`src/sv/lcd4w_pkg.sv`:
```
// shared types, constants and helpers for the lcd 4-bit write sequencer
package lcd4w_pkg;

    localparam int HOLD_BITS = 20;
    localparam int CFG_BITS  = 20;
    localparam int INIT_CMDS = 5;
    localparam int IDX_BITS  = 3;

    localparam logic [IDX_BITS-1:0] LAST_CMD = IDX_BITS'(INIT_CMDS - 1);

    // operation codes
    localparam logic [1:0] OP_CMD  = 2'd0;
    localparam logic [1:0] OP_DATA = 2'd1;
    localparam logic [1:0] OP_INIT = 2'd2;

    // configuration register indexes
    localparam logic [1:0] REG_PULSE  = 2'd0;
    localparam logic [1:0] REG_GAP    = 2'd1;
    localparam logic [1:0] REG_SETTLE = 2'd2;
    localparam logic [1:0] REG_POWER  = 2'd3;

    // what kind of pin state the datapath is told to build
    localparam logic [1:0] KIND_BYTE  = 2'd0;
    localparam logic [1:0] KIND_INIT  = 2'd1;
    localparam logic [1:0] KIND_POWER = 2'd2;
    localparam logic [1:0] KIND_FINAL = 2'd3;

    // nibble phases within a byte run
    localparam logic [1:0] PH_HI_STROBE = 2'd0;
    localparam logic [1:0] PH_HI_GAP    = 2'd1;
    localparam logic [1:0] PH_LO_STROBE = 2'd2;
    localparam logic [1:0] PH_LO_SETTLE = 2'd3;

    typedef struct packed {
        logic                load;
        logic                emit;
        logic [1:0]          kind;
        logic [1:0]          phase;
        logic [IDX_BITS-1:0] cmd_idx;
        logic                last;
    } t_dp_cmd;

    function automatic logic [7:0] init_cmd(input logic [IDX_BITS-1:0] idx);
        logic [7:0] v;
        case (idx)
            3'd0:    v = 8'h02;
            3'd1:    v = 8'h28;
            3'd2:    v = 8'h0c;
            3'd3:    v = 8'h06;
            3'd4:    v = 8'h01;
            default: v = 8'h00;
        endcase
        return v;
    endfunction

    // a zero hold becomes the smallest legal hold
    function automatic logic [HOLD_BITS-1:0] hold_of(input logic [CFG_BITS-1:0] v);
        logic [HOLD_BITS-1:0] h;
        h = HOLD_BITS'(v);
        return (h == '0) ? HOLD_BITS'(1) : h;
    endfunction

endpackage

```
`src/sv/lcd4w_ctrl.sv`:
```
// sequencing state machine for byte runs and the init run
module lcd4w_ctrl (
    input  logic               i_clk,
    input  logic               i_rst_n,
    input  logic               start,
    input  logic [1:0]         i_operation,
    output logic               busy,
    output lcd4w_pkg::t_dp_cmd o_cmd
);
    import lcd4w_pkg::*;

    localparam logic [2:0] S_IDLE  = 3'd0;
    localparam logic [2:0] S_BYTE  = 3'd1;
    localparam logic [2:0] S_POWER = 3'd2;
    localparam logic [2:0] S_INIT  = 3'd3;
    localparam logic [2:0] S_FINAL = 3'd4;

    logic [2:0]          r_state, n_state;
    logic [1:0]          r_phase, n_phase;
    logic [IDX_BITS-1:0] r_idx, n_idx;

    always_comb begin
        n_state       = r_state;
        n_phase       = r_phase;
        n_idx         = r_idx;
        o_cmd         = '0;
        o_cmd.phase   = r_phase;
        o_cmd.cmd_idx = r_idx;
        unique case (r_state)
            S_IDLE: begin
                if (start) begin
                    o_cmd.load = 1'b1;
                    n_phase    = PH_HI_STROBE;
                    n_idx      = '0;
                    if (i_operation == OP_CMD || i_operation == OP_DATA) begin
                        n_state = S_BYTE;
                    end else if (i_operation == OP_INIT) begin
                        n_state = S_POWER;
                    end
                end
            end
            S_BYTE: begin
                o_cmd.emit = 1'b1;
                o_cmd.kind = KIND_BYTE;
                n_phase    = r_phase + 2'd1;
                if (r_phase == PH_LO_SETTLE) begin
                    o_cmd.last = 1'b1;
                    n_state    = S_IDLE;
                end
            end
            S_POWER: begin
                o_cmd.emit = 1'b1;
                o_cmd.kind = KIND_POWER;
                n_state    = S_INIT;
            end
            S_INIT: begin
                o_cmd.emit = 1'b1;
                o_cmd.kind = KIND_INIT;
                n_phase    = r_phase + 2'd1;
                if (r_phase == PH_LO_SETTLE) begin
                    if (r_idx == LAST_CMD) begin
                        n_state = S_FINAL;
                    end else begin
                        n_idx = r_idx + IDX_BITS'(1);
                    end
                end
            end
            S_FINAL: begin
                o_cmd.emit = 1'b1;
                o_cmd.kind = KIND_FINAL;
                o_cmd.last = 1'b1;
                n_state    = S_IDLE;
            end
            default: begin
                n_state = S_IDLE;
            end
        endcase
    end

    assign busy = (r_state != S_IDLE);

    always_ff @(posedge i_clk) begin
        if (!i_rst_n) begin
            r_state <= S_IDLE;
            r_phase <= '0;
            r_idx   <= '0;
        end else begin
            r_state <= n_state;
            r_phase <= n_phase;
            r_idx   <= n_idx;
        end
    end

endmodule

```
`src/sv/lcd4w_dp.sv`:
```
// configuration registers, request latch and registered pin-state output
module lcd4w_dp (
    input  logic                           i_clk,
    input  logic                           i_rst_n,
    input  lcd4w_pkg::t_dp_cmd             i_cmd,
    input  logic [1:0]                     i_operation,
    input  logic [7:0]                     i_byte_value,
    input  logic                           i_cfg_wr_en,
    input  logic [1:0]                     i_cfg_index,
    input  logic [lcd4w_pkg::CFG_BITS-1:0] i_cfg_data,
    output logic [3:0]                     o_data_nibble,
    output logic                           o_register_select,
    output logic                           o_enable_level,
    output logic [lcd4w_pkg::HOLD_BITS-1:0] o_hold_ticks,
    output logic                           o_last_state,
    output logic                           o_result_strobe
);
    import lcd4w_pkg::*;

    logic [CFG_BITS-1:0] r_pulse, r_gap, r_settle, r_power;
    logic                r_rs;
    logic [7:0]          r_byte;

    logic [7:0]           sel_byte;
    logic [3:0]           n_nibble;
    logic                 n_rs;
    logic                 n_en;
    logic [CFG_BITS-1:0]  n_hold_raw;

    always_ff @(posedge i_clk) begin
        if (!i_rst_n) begin
            r_pulse  <= CFG_BITS'(1);
            r_gap    <= CFG_BITS'(200);
            r_settle <= CFG_BITS'(2000);
            r_power  <= CFG_BITS'(20000);
        end else if (i_cfg_wr_en) begin
            unique case (i_cfg_index)
                REG_PULSE:  r_pulse  <= i_cfg_data;
                REG_GAP:    r_gap    <= i_cfg_data;
                REG_SETTLE: r_settle <= i_cfg_data;
                REG_POWER:  r_power  <= i_cfg_data;
                default:    r_power  <= r_power;
            endcase
        end
    end

    always_ff @(posedge i_clk) begin
        if (i_cmd.load) begin
            r_byte <= i_byte_value;
            r_rs   <= i_operation[0];
        end
    end

    assign sel_byte = (i_cmd.kind == KIND_INIT) ? init_cmd(i_cmd.cmd_idx) : r_byte;

    always_comb begin
        n_nibble   = i_cmd.phase[1] ? sel_byte[3:0] : sel_byte[7:4];
        n_en       = ~i_cmd.phase[0];
        n_rs       = 1'b0;
        n_hold_raw = r_pulse;
        case (i_cmd.phase)
            PH_HI_GAP:    n_hold_raw = r_gap;
            PH_LO_SETTLE: n_hold_raw = r_settle;
            default:      n_hold_raw = r_pulse;
        endcase
        unique case (i_cmd.kind)
            KIND_BYTE: begin
                n_rs = r_rs;
            end
            KIND_INIT: begin
                n_rs = 1'b0;
            end
            KIND_POWER: begin
                n_nibble   = 4'h0;
                n_en       = 1'b0;
                n_hold_raw = r_power;
            end
            KIND_FINAL: begin
                // keeps the levels left by the last init command
                n_nibble   = 4'(init_cmd(LAST_CMD));
                n_en       = 1'b0;
                n_hold_raw = r_settle;
            end
            default: begin
                n_rs = 1'b0;
            end
        endcase
    end

    always_ff @(posedge i_clk) begin
        if (!i_rst_n) begin
            o_result_strobe <= 1'b0;
        end else begin
            o_result_strobe <= i_cmd.emit;
        end
    end

    always_ff @(posedge i_clk) begin
        o_data_nibble     <= n_nibble;
        o_register_select <= n_rs;
        o_enable_level    <= n_en;
        o_hold_ticks      <= hold_of(n_hold_raw);
        o_last_state      <= i_cmd.last;
    end

endmodule

```
`src/sv/lcd_4bit_write_sequencer.sv`:
```
// top level of the lcd 4-bit write sequencer
// Usage: raise start with i_operation and i_byte_value; the beat is taken
// at a rising edge where start is high and busy is low. Operation 0 sends
// a command byte, 1 a data byte, 2 the init run; 3 is taken and dropped.
// Each pin state appears for one cycle with o_result_strobe high and
// carries the nibble, register select, enable level and hold ticks;
// o_last_state marks the final state of a run.
// A taken request leaves through the state, then the output register.
// Throughput: a byte run gives one state a cycle, four in all, and the
// next request is taken in the cycle after its last state is issued;
// the init run gives twenty-two states. The pacing comes from the
// sequencing state machine, one state a cycle.
// Configuration: i_cfg_wr_en writes i_cfg_data into register i_cfg_index
// (0 pulse, 1 gap, 2 settle, 3 power-on) at the clock edge; the user
// writes only while idle, which the block does not enforce.
// Reset: synchronous, active low; registers return to 1, 200, 2000, 20000
// and the sequencer to idle. The receiver cannot stall; each state is
// taken at the edge that ends its strobe cycle.
module lcd_4bit_write_sequencer (
    input  logic                            i_clk,
    input  logic                            i_rst_n,
    input  logic                            start,
    output logic                            busy,
    input  logic [1:0]                      i_operation,
    input  logic [7:0]                      i_byte_value,
    input  logic                            i_cfg_wr_en,
    input  logic [1:0]                      i_cfg_index,
    input  logic [lcd4w_pkg::CFG_BITS-1:0]  i_cfg_data,
    output logic                            o_result_strobe,
    output logic [3:0]                      o_data_nibble,
    output logic                            o_register_select,
    output logic                            o_enable_level,
    output logic [lcd4w_pkg::HOLD_BITS-1:0] o_hold_ticks,
    output logic                            o_last_state
);
    import lcd4w_pkg::*;

    t_dp_cmd cmd;

    lcd4w_ctrl u_ctrl (
        .i_clk       (i_clk),
        .i_rst_n     (i_rst_n),
        .start       (start),
        .i_operation (i_operation),
        .busy        (busy),
        .o_cmd       (cmd)
    );

    lcd4w_dp u_dp (
        .i_clk             (i_clk),
        .i_rst_n           (i_rst_n),
        .i_cmd             (cmd),
        .i_operation       (i_operation),
        .i_byte_value      (i_byte_value),
        .i_cfg_wr_en       (i_cfg_wr_en),
        .i_cfg_index       (i_cfg_index),
        .i_cfg_data        (i_cfg_data),
        .o_data_nibble     (o_data_nibble),
        .o_register_select (o_register_select),
        .o_enable_level    (o_enable_level),
        .o_hold_ticks      (o_hold_ticks),
        .o_last_state      (o_last_state),
        .o_result_strobe   (o_result_strobe)
    );

endmodule
```
`config.mk`:
```
export PLATFORM = sky130hd
export DESIGN_NAME = lcd_4bit_write_sequencer
export DESIGN_NICKNAME = d
export VERILOG_FILES = /design/src/sv/lcd4w_pkg.sv /design/src/sv/lcd4w_ctrl.sv /design/src/sv/lcd4w_dp.sv /design/src/sv/lcd_4bit_write_sequencer.sv
export SDC_FILE = /design/constraint.sdc
export NUM_CORES = 1
export LEC_CHECK = 0
export ABC_AREA = 1
export BUFFER_PORTS_ARGS = -buffer_cell sky130_fd_sc_hd__buf_2
export CAP_MARGIN = 40
export CELL_PAD_IN_SITES_DETAIL_PLACEMENT = 0
export CELL_PAD_IN_SITES_GLOBAL_PLACEMENT = 1
export CORE_MARGIN = 4
export CORE_UTILIZATION = 42
export DETAILED_ROUTE_END_ITERATION = 16
export GPL_TIMING_DRIVEN = 0
export PLACE_DENSITY = 0.8
export RECOVER_POWER = 25
export SYNTH_ARGS = -nofsm -noshare
export SYNTH_HDL_FRONTEND = slang
export SYNTH_SLANG_ARGS = --single-unit
```
`constraint.sdc`:
```
create_clock -name i_clk -period 2 [get_ports i_clk]
set_clock_uncertainty 0.1 [all_clocks]
set_input_delay 0.3 -clock i_clk [delete_from_list [all_inputs] [get_ports i_clk]]
set_output_delay 0.3 -clock i_clk [all_outputs]
set_load 0.02 [all_outputs]
```
Yosys cells after proc, flatten, opt, wreduce, memory -nomap -nowiden
Cells that the tools add are included.

cells by class
  $add $sub $neg = 2
  multipliers = 0
  div/mod/pow operators = 0
  order comparisons = 0
  eq/ne operators = 24
  shift-type cells = 0
  multiplexer cells = 24
  bitwise operators = 1
  reductions and logical operators = 19

operators with widths
  kind                count
  $pmux 20 s2         2
  $pmux 6 s5          1
  $mux 3              9
  $pmux 3 s4          2
  $logic_not 20->1    1
  $eq 2x2->1 const B  6
  $eq 3x2->1 const B  4
  $reduce_and 2->1    5
  $eq 2x1->1 const B  4
  $mux 8              1
  $pmux 4 s2          1
  $eq 3x1->1 const B  2
  $eq 3x3->1 const B  2
  $logic_not 2->1     3
  $logic_not 3->1     2
  $ne 2x1->1 const B  3
  $pmux 3 s2          1
  $reduce_and 5->1    1
  $mux 4              1
  $ne 2x2->1 const B  2
  $pmux 2 s2          1
  $reduce_and 4->1    1
  $reduce_bool 2->1   2
  $reduce_or 2->1     2
  9 further kinds     11

word-level totals
  bits in registers = 125
  bits in latches = 0
  RAM bits = 0
  memory bits (read-only) = 0
  bits of input ports = 36
  output and inout bits = 29
  word-level logic and storage cells = 85
  memories = 0

Longest topological paths before layout
  depth after elaboration = 6
  gate-level depth with buffers = 14
  gate-level depth less buffers = 13

By module
From an unflattened synthesis, not the netlist that was laid out.

unflattened totals
  cells, all modules = 726
  area total of the unflattened synthesis = 5246.3 sq um

by module, submodules not included
  module      times used  cells an instance  area each (sq um)  sequential area each (sq um)
  lcd4w_dp    1           635                4693.3             2432.3
  lcd4w_ctrl  1           91                 553.0              160.2

Worst setup path after synthesis
Ideal clock, no wire load.

  path type = reg-to-reg
  from = register u_ctrl.r_state[2]
  to = register u_ctrl.r_idx[0]
  library setup time = 0.086 ns
  data arrival time = 1.585 ns
  required time = 1.814 ns
  setup slack = 0.229 ns
  cell stages (with the launch flop) = 10
  path buffers = 2
  period minus slack after synthesis = 1.771 ns
  path through = dfxtp_1 buf_2 inv_2 buf_4 nand2_1 nor2_2 inv_2 o21ai_2 inv_2 a211oi_1

on the way
  cells in the longest elaborated chain, start to end = 3
  elaborated cells on any way between the ends = 8
  those cells by class = 4 x eq/ne; 1 x mux; 3 x reduce/logical

RTL lines
  what                                                  RTL line          source
  from (decl)                                           lcd4w_ctrl.sv:18  logic [2:0] r_state, n_state;
  from (signal assigned)                                lcd4w_ctrl.sv:88  r_state <= n_state;
  $eq 3x2->1 / $logic_not 3->1 (equally long branches)  lcd4w_ctrl.sv:29  unique case (r_state)
  $ne 2x1->1 (no line), or another cell as far along    -
  $reduce_and 4->1 (no line)                            -
  to (signal assigned)                                  lcd4w_ctrl.sv:90  r_idx <= n_idx;
  to (decl)                                             lcd4w_ctrl.sv:20  logic [IDX_BITS-1:0] r_idx, n_idx;

Parallel ways exist; a longest one is shown, timed or not.
A chain may end at the register's enable or synchronous reset.

Worst setup path after layout
  from = register u_ctrl.r_state[2]
  to = output busy

on the way
  cells in the longest elaborated chain, start to end = 1

RTL lines
  what               RTL line                        source
  $reduce_bool 3->1  lcd4w_ctrl.sv:80                assign busy = (r_state != S_IDLE);
  to (decl)          lcd_4bit_write_sequencer.sv:23  output logic busy,

No other way between the ends.

==> impl_metrics.toml <==
[outcome]
status = "completed"

[timing]
relSlewSlack_pct = 37.6
fin_crit_sh_pct = 96.8
rsz0062_at_grt = "true"
worst_pin_slew_ns = 0.933
hold_viol_final = 0
max_freq_mhz = 516
tns_ns = 0
whs_ns = 0.0570
period_minus_slack_ns = 1.94
setup_ws_ns = 0.0637
final_max_slew_viol_count = 0
setup_violations = 0

[floorplanning]
die_h_um = 119
dieArea_sq_um = 14200
rows = 40
dieWidth_um = 119
floorplan.initialDensity_pct = 43.1
core_area_sq_um = 12100
ios = 65

[critical_path]
crit_path_top_delay_cell = "dfxtp_1"
cp-start-kind = "register"
path_cells = "buf_2, inv_2, buf_4, nand2_1, buf_2"
critPathTopFamily = "buffers and inverters"
cp.arrival_ns = 1.54
critPathMaxStageDelay_ns = 0.30
timing.critical_path.buf_inv = 4
crit_path_end_kind = "primary output"
r2r_slack_ns = 0.07
required_ns = 1.60
critPathMaxFanout = 10
worstSetupPathType = "reg2out"
crit_top_cell = "buf_2"

[synth]
synthTopCellsByArea = "dfxtp_1 (45%), nand2_1 (12%), nor2_1 (9.4%)"
synth_compound_area_share_pct = 12.9
yosysWarnings = 0
synth-seq-cells = 125
syn_inst = 720
synth_seq_area_share_pct = 49.9
yosysTopAreaCell = "dfxtp_1"
synth_fa_ha_area_share_pct = 1.69
synth_top_cell_area_share_pct = 44.7
syn-num-nets = 763
syn-cell-area_sq_um = 5200
muxShareOfSynthArea_pct = 0
synth_top_family_by_area = "simple AND/OR/NAND/NOR gates"
syn_avg_cell_area_sq_um = 7.22
yosys.area_share.simple_pct = 28.0
synth_cell_types = 29
synthXorXnorAreaFrac_pct = 0

[power]
total_leakage_power_nw = 3.03
max-vdd-ir-drop_uv = 505
powerDensity_nw_per_um2 = 1120

[routing]
antenna_left = 0
drc = 0
wl_per_cell_um = 15.8
dr.pass1.iters = 5
vias = 4940
vias_per_cell = 4.94
routed_wl_um = 15800
drt_iter0_markers = 375

[cells_and_area]
final_cell_mix = "nand2_1 (167), nor2_1 (126), dfxtp_1 (114)"
final_nets = 862
postLayoutCoreUtil_pct = 54.1
area_growth_syn_to_layout_pct = 25.5
n_antenna_cell = 0
drive_above_1_share_pct = 13.9
final_common_cell = "nand2_1"

[placed_design]
dpl_worst_slack_ns = -0.475
port_buffers = 63
gp_congestion = 0.835
dp_hpwl_um = 10900

[global_routing]
overflow = 0
grt_use_total_pct = 23.1
grt_max_degree = 17
grt_pass1_wl_um = 25200
antenna_found_initial = 0
grt_pass1_vias = 4802

[clock_network]
path_clk_slew_ns = 0.05
cts_buffers = 17
clk_path_buf_depth = 2
ctsRootBufferMaster = "clkbuf_16"
h-tree-depth = 4
cts_tree = "built"
cts.sinks = 125
clock_latency_ns = 0.42

[worst_hold_path]
hold_class = "in2reg"

[flow_run]
cap_violations = 0
-- logic make-up (layout without fill, tap and decap cells) --
kind of cell               after synthesis  in the layout
AOI/OAI and AO/OA                      129            129
buffers and inverters                  101            213
adders and majority gates                7              7
DFF                                    125            125
and+or+nand+nor                        358            358
-- layout make-up --
type | instances | area (sq um)
multi-input cells | 494 | 2240
fillers | 1229 | 5540
repair buffers | 80 | 464
well taps | 168 | 210
flip-flops and latches | 125 | 2600
plain buffers | 33 | 156
inverters | 68 | 258
clock inverters | 7 | 85.1
clock buffers | 25 | 505
-- per-layer routing --
| layer | up-vias | share of wire, % | global-route usage [%] | wire, um |
|---|---|---|---|---|
| met1 | 2248 | 45 | 29.1 | 7040 |
| li1 | 2504 | - | - | - |
| met2 | 163 | 47 | 38.9 | 7490 |
| met3 | 25 | 6.0 | 5.13 | 947 |
| met5 | - | 0 | 0 | 0 |
| met4 | 0 | 1.9 | 8.33 | 304 |
-- registers in the layout, summed over array words and instances (netlist names), 2 cells and up --
signal,flops
u_dp.r_pulse,20
u_dp.o_hold_ticks,20
u_ctrl.r_state,3
u_dp.r_power,20
u_dp.o_data_nibble,4
u_dp.r_byte,8
u_dp.r_gap,20
u_dp.r_settle,20
u_ctrl.r_phase,2
u_ctrl.r_idx,3
-- where the power goes --
part           leakage [nW]  internal [mW]  switching (mW)  total, mW
sequential             1.04           2.77           0.102       2.88
clock                 0.297           1.99            1.07       3.06
combinational          1.69          0.427           0.918       1.34
total                  3.03           5.19            2.09       7.28
-- cells in the mapped netlist, drive strengths merged --
master	count
o211ai	2
o21a	1
o31ai	1
o22ai	1
o21ai	93
clkbuf	25
nor2	134
nand4	8
nand3b	1
dfxtp	116
edfxtp	9
a211oi	2
nand2	171
ha	7
buf	8
o211a	1
nor3	4
nand3	40
inv	68
a21oi	28
-- tightest hold or removal path: stages --
cell and delay, ns:
buf_2 0.12, nand2_1 0.06, nand3_1 0.07
-- repair_timing --
| action | in CTS | in global routing |
|---|---|---|
| hold buffers | 9 | 0 |
| resized for setup | 14 | 13 |
| endpoints found under the setup margin | 11 | 5 |
| hold endpoints to repair | 9 | 0 |
| pin swaps | 1 | 0 |
| buffers inserted | 4 | 3 |
-- stage by stage --
step / cells / area [sq um] / power (mW)
after global routing: 1000 / 6520 / 7.59
after CTS: 997 / 6500 / 7.30
after global placement: 951 / 5720 / 4.14
final: 1000 / 6520 / 7.28
after floorplan: 720 / 5200 / 3.69
after detailed placement: 952 / 5730 / 4.17
-- final timing paths --
kind / start / cells past startpoint / to
worst min-delay path: i_cfg_data[10] / 3 / u_dp.r_power[10]
worst max-delay path: u_ctrl.r_state[2] / 5 / busy
worst max register to register: u_ctrl.r_state[0] / 12 / u_dp.o_hold_ticks[0]
worst min register to register: u_dp.r_pulse[1] / 2 / u_dp.r_pulse[1]
Power figures use the tool's default switching activity.
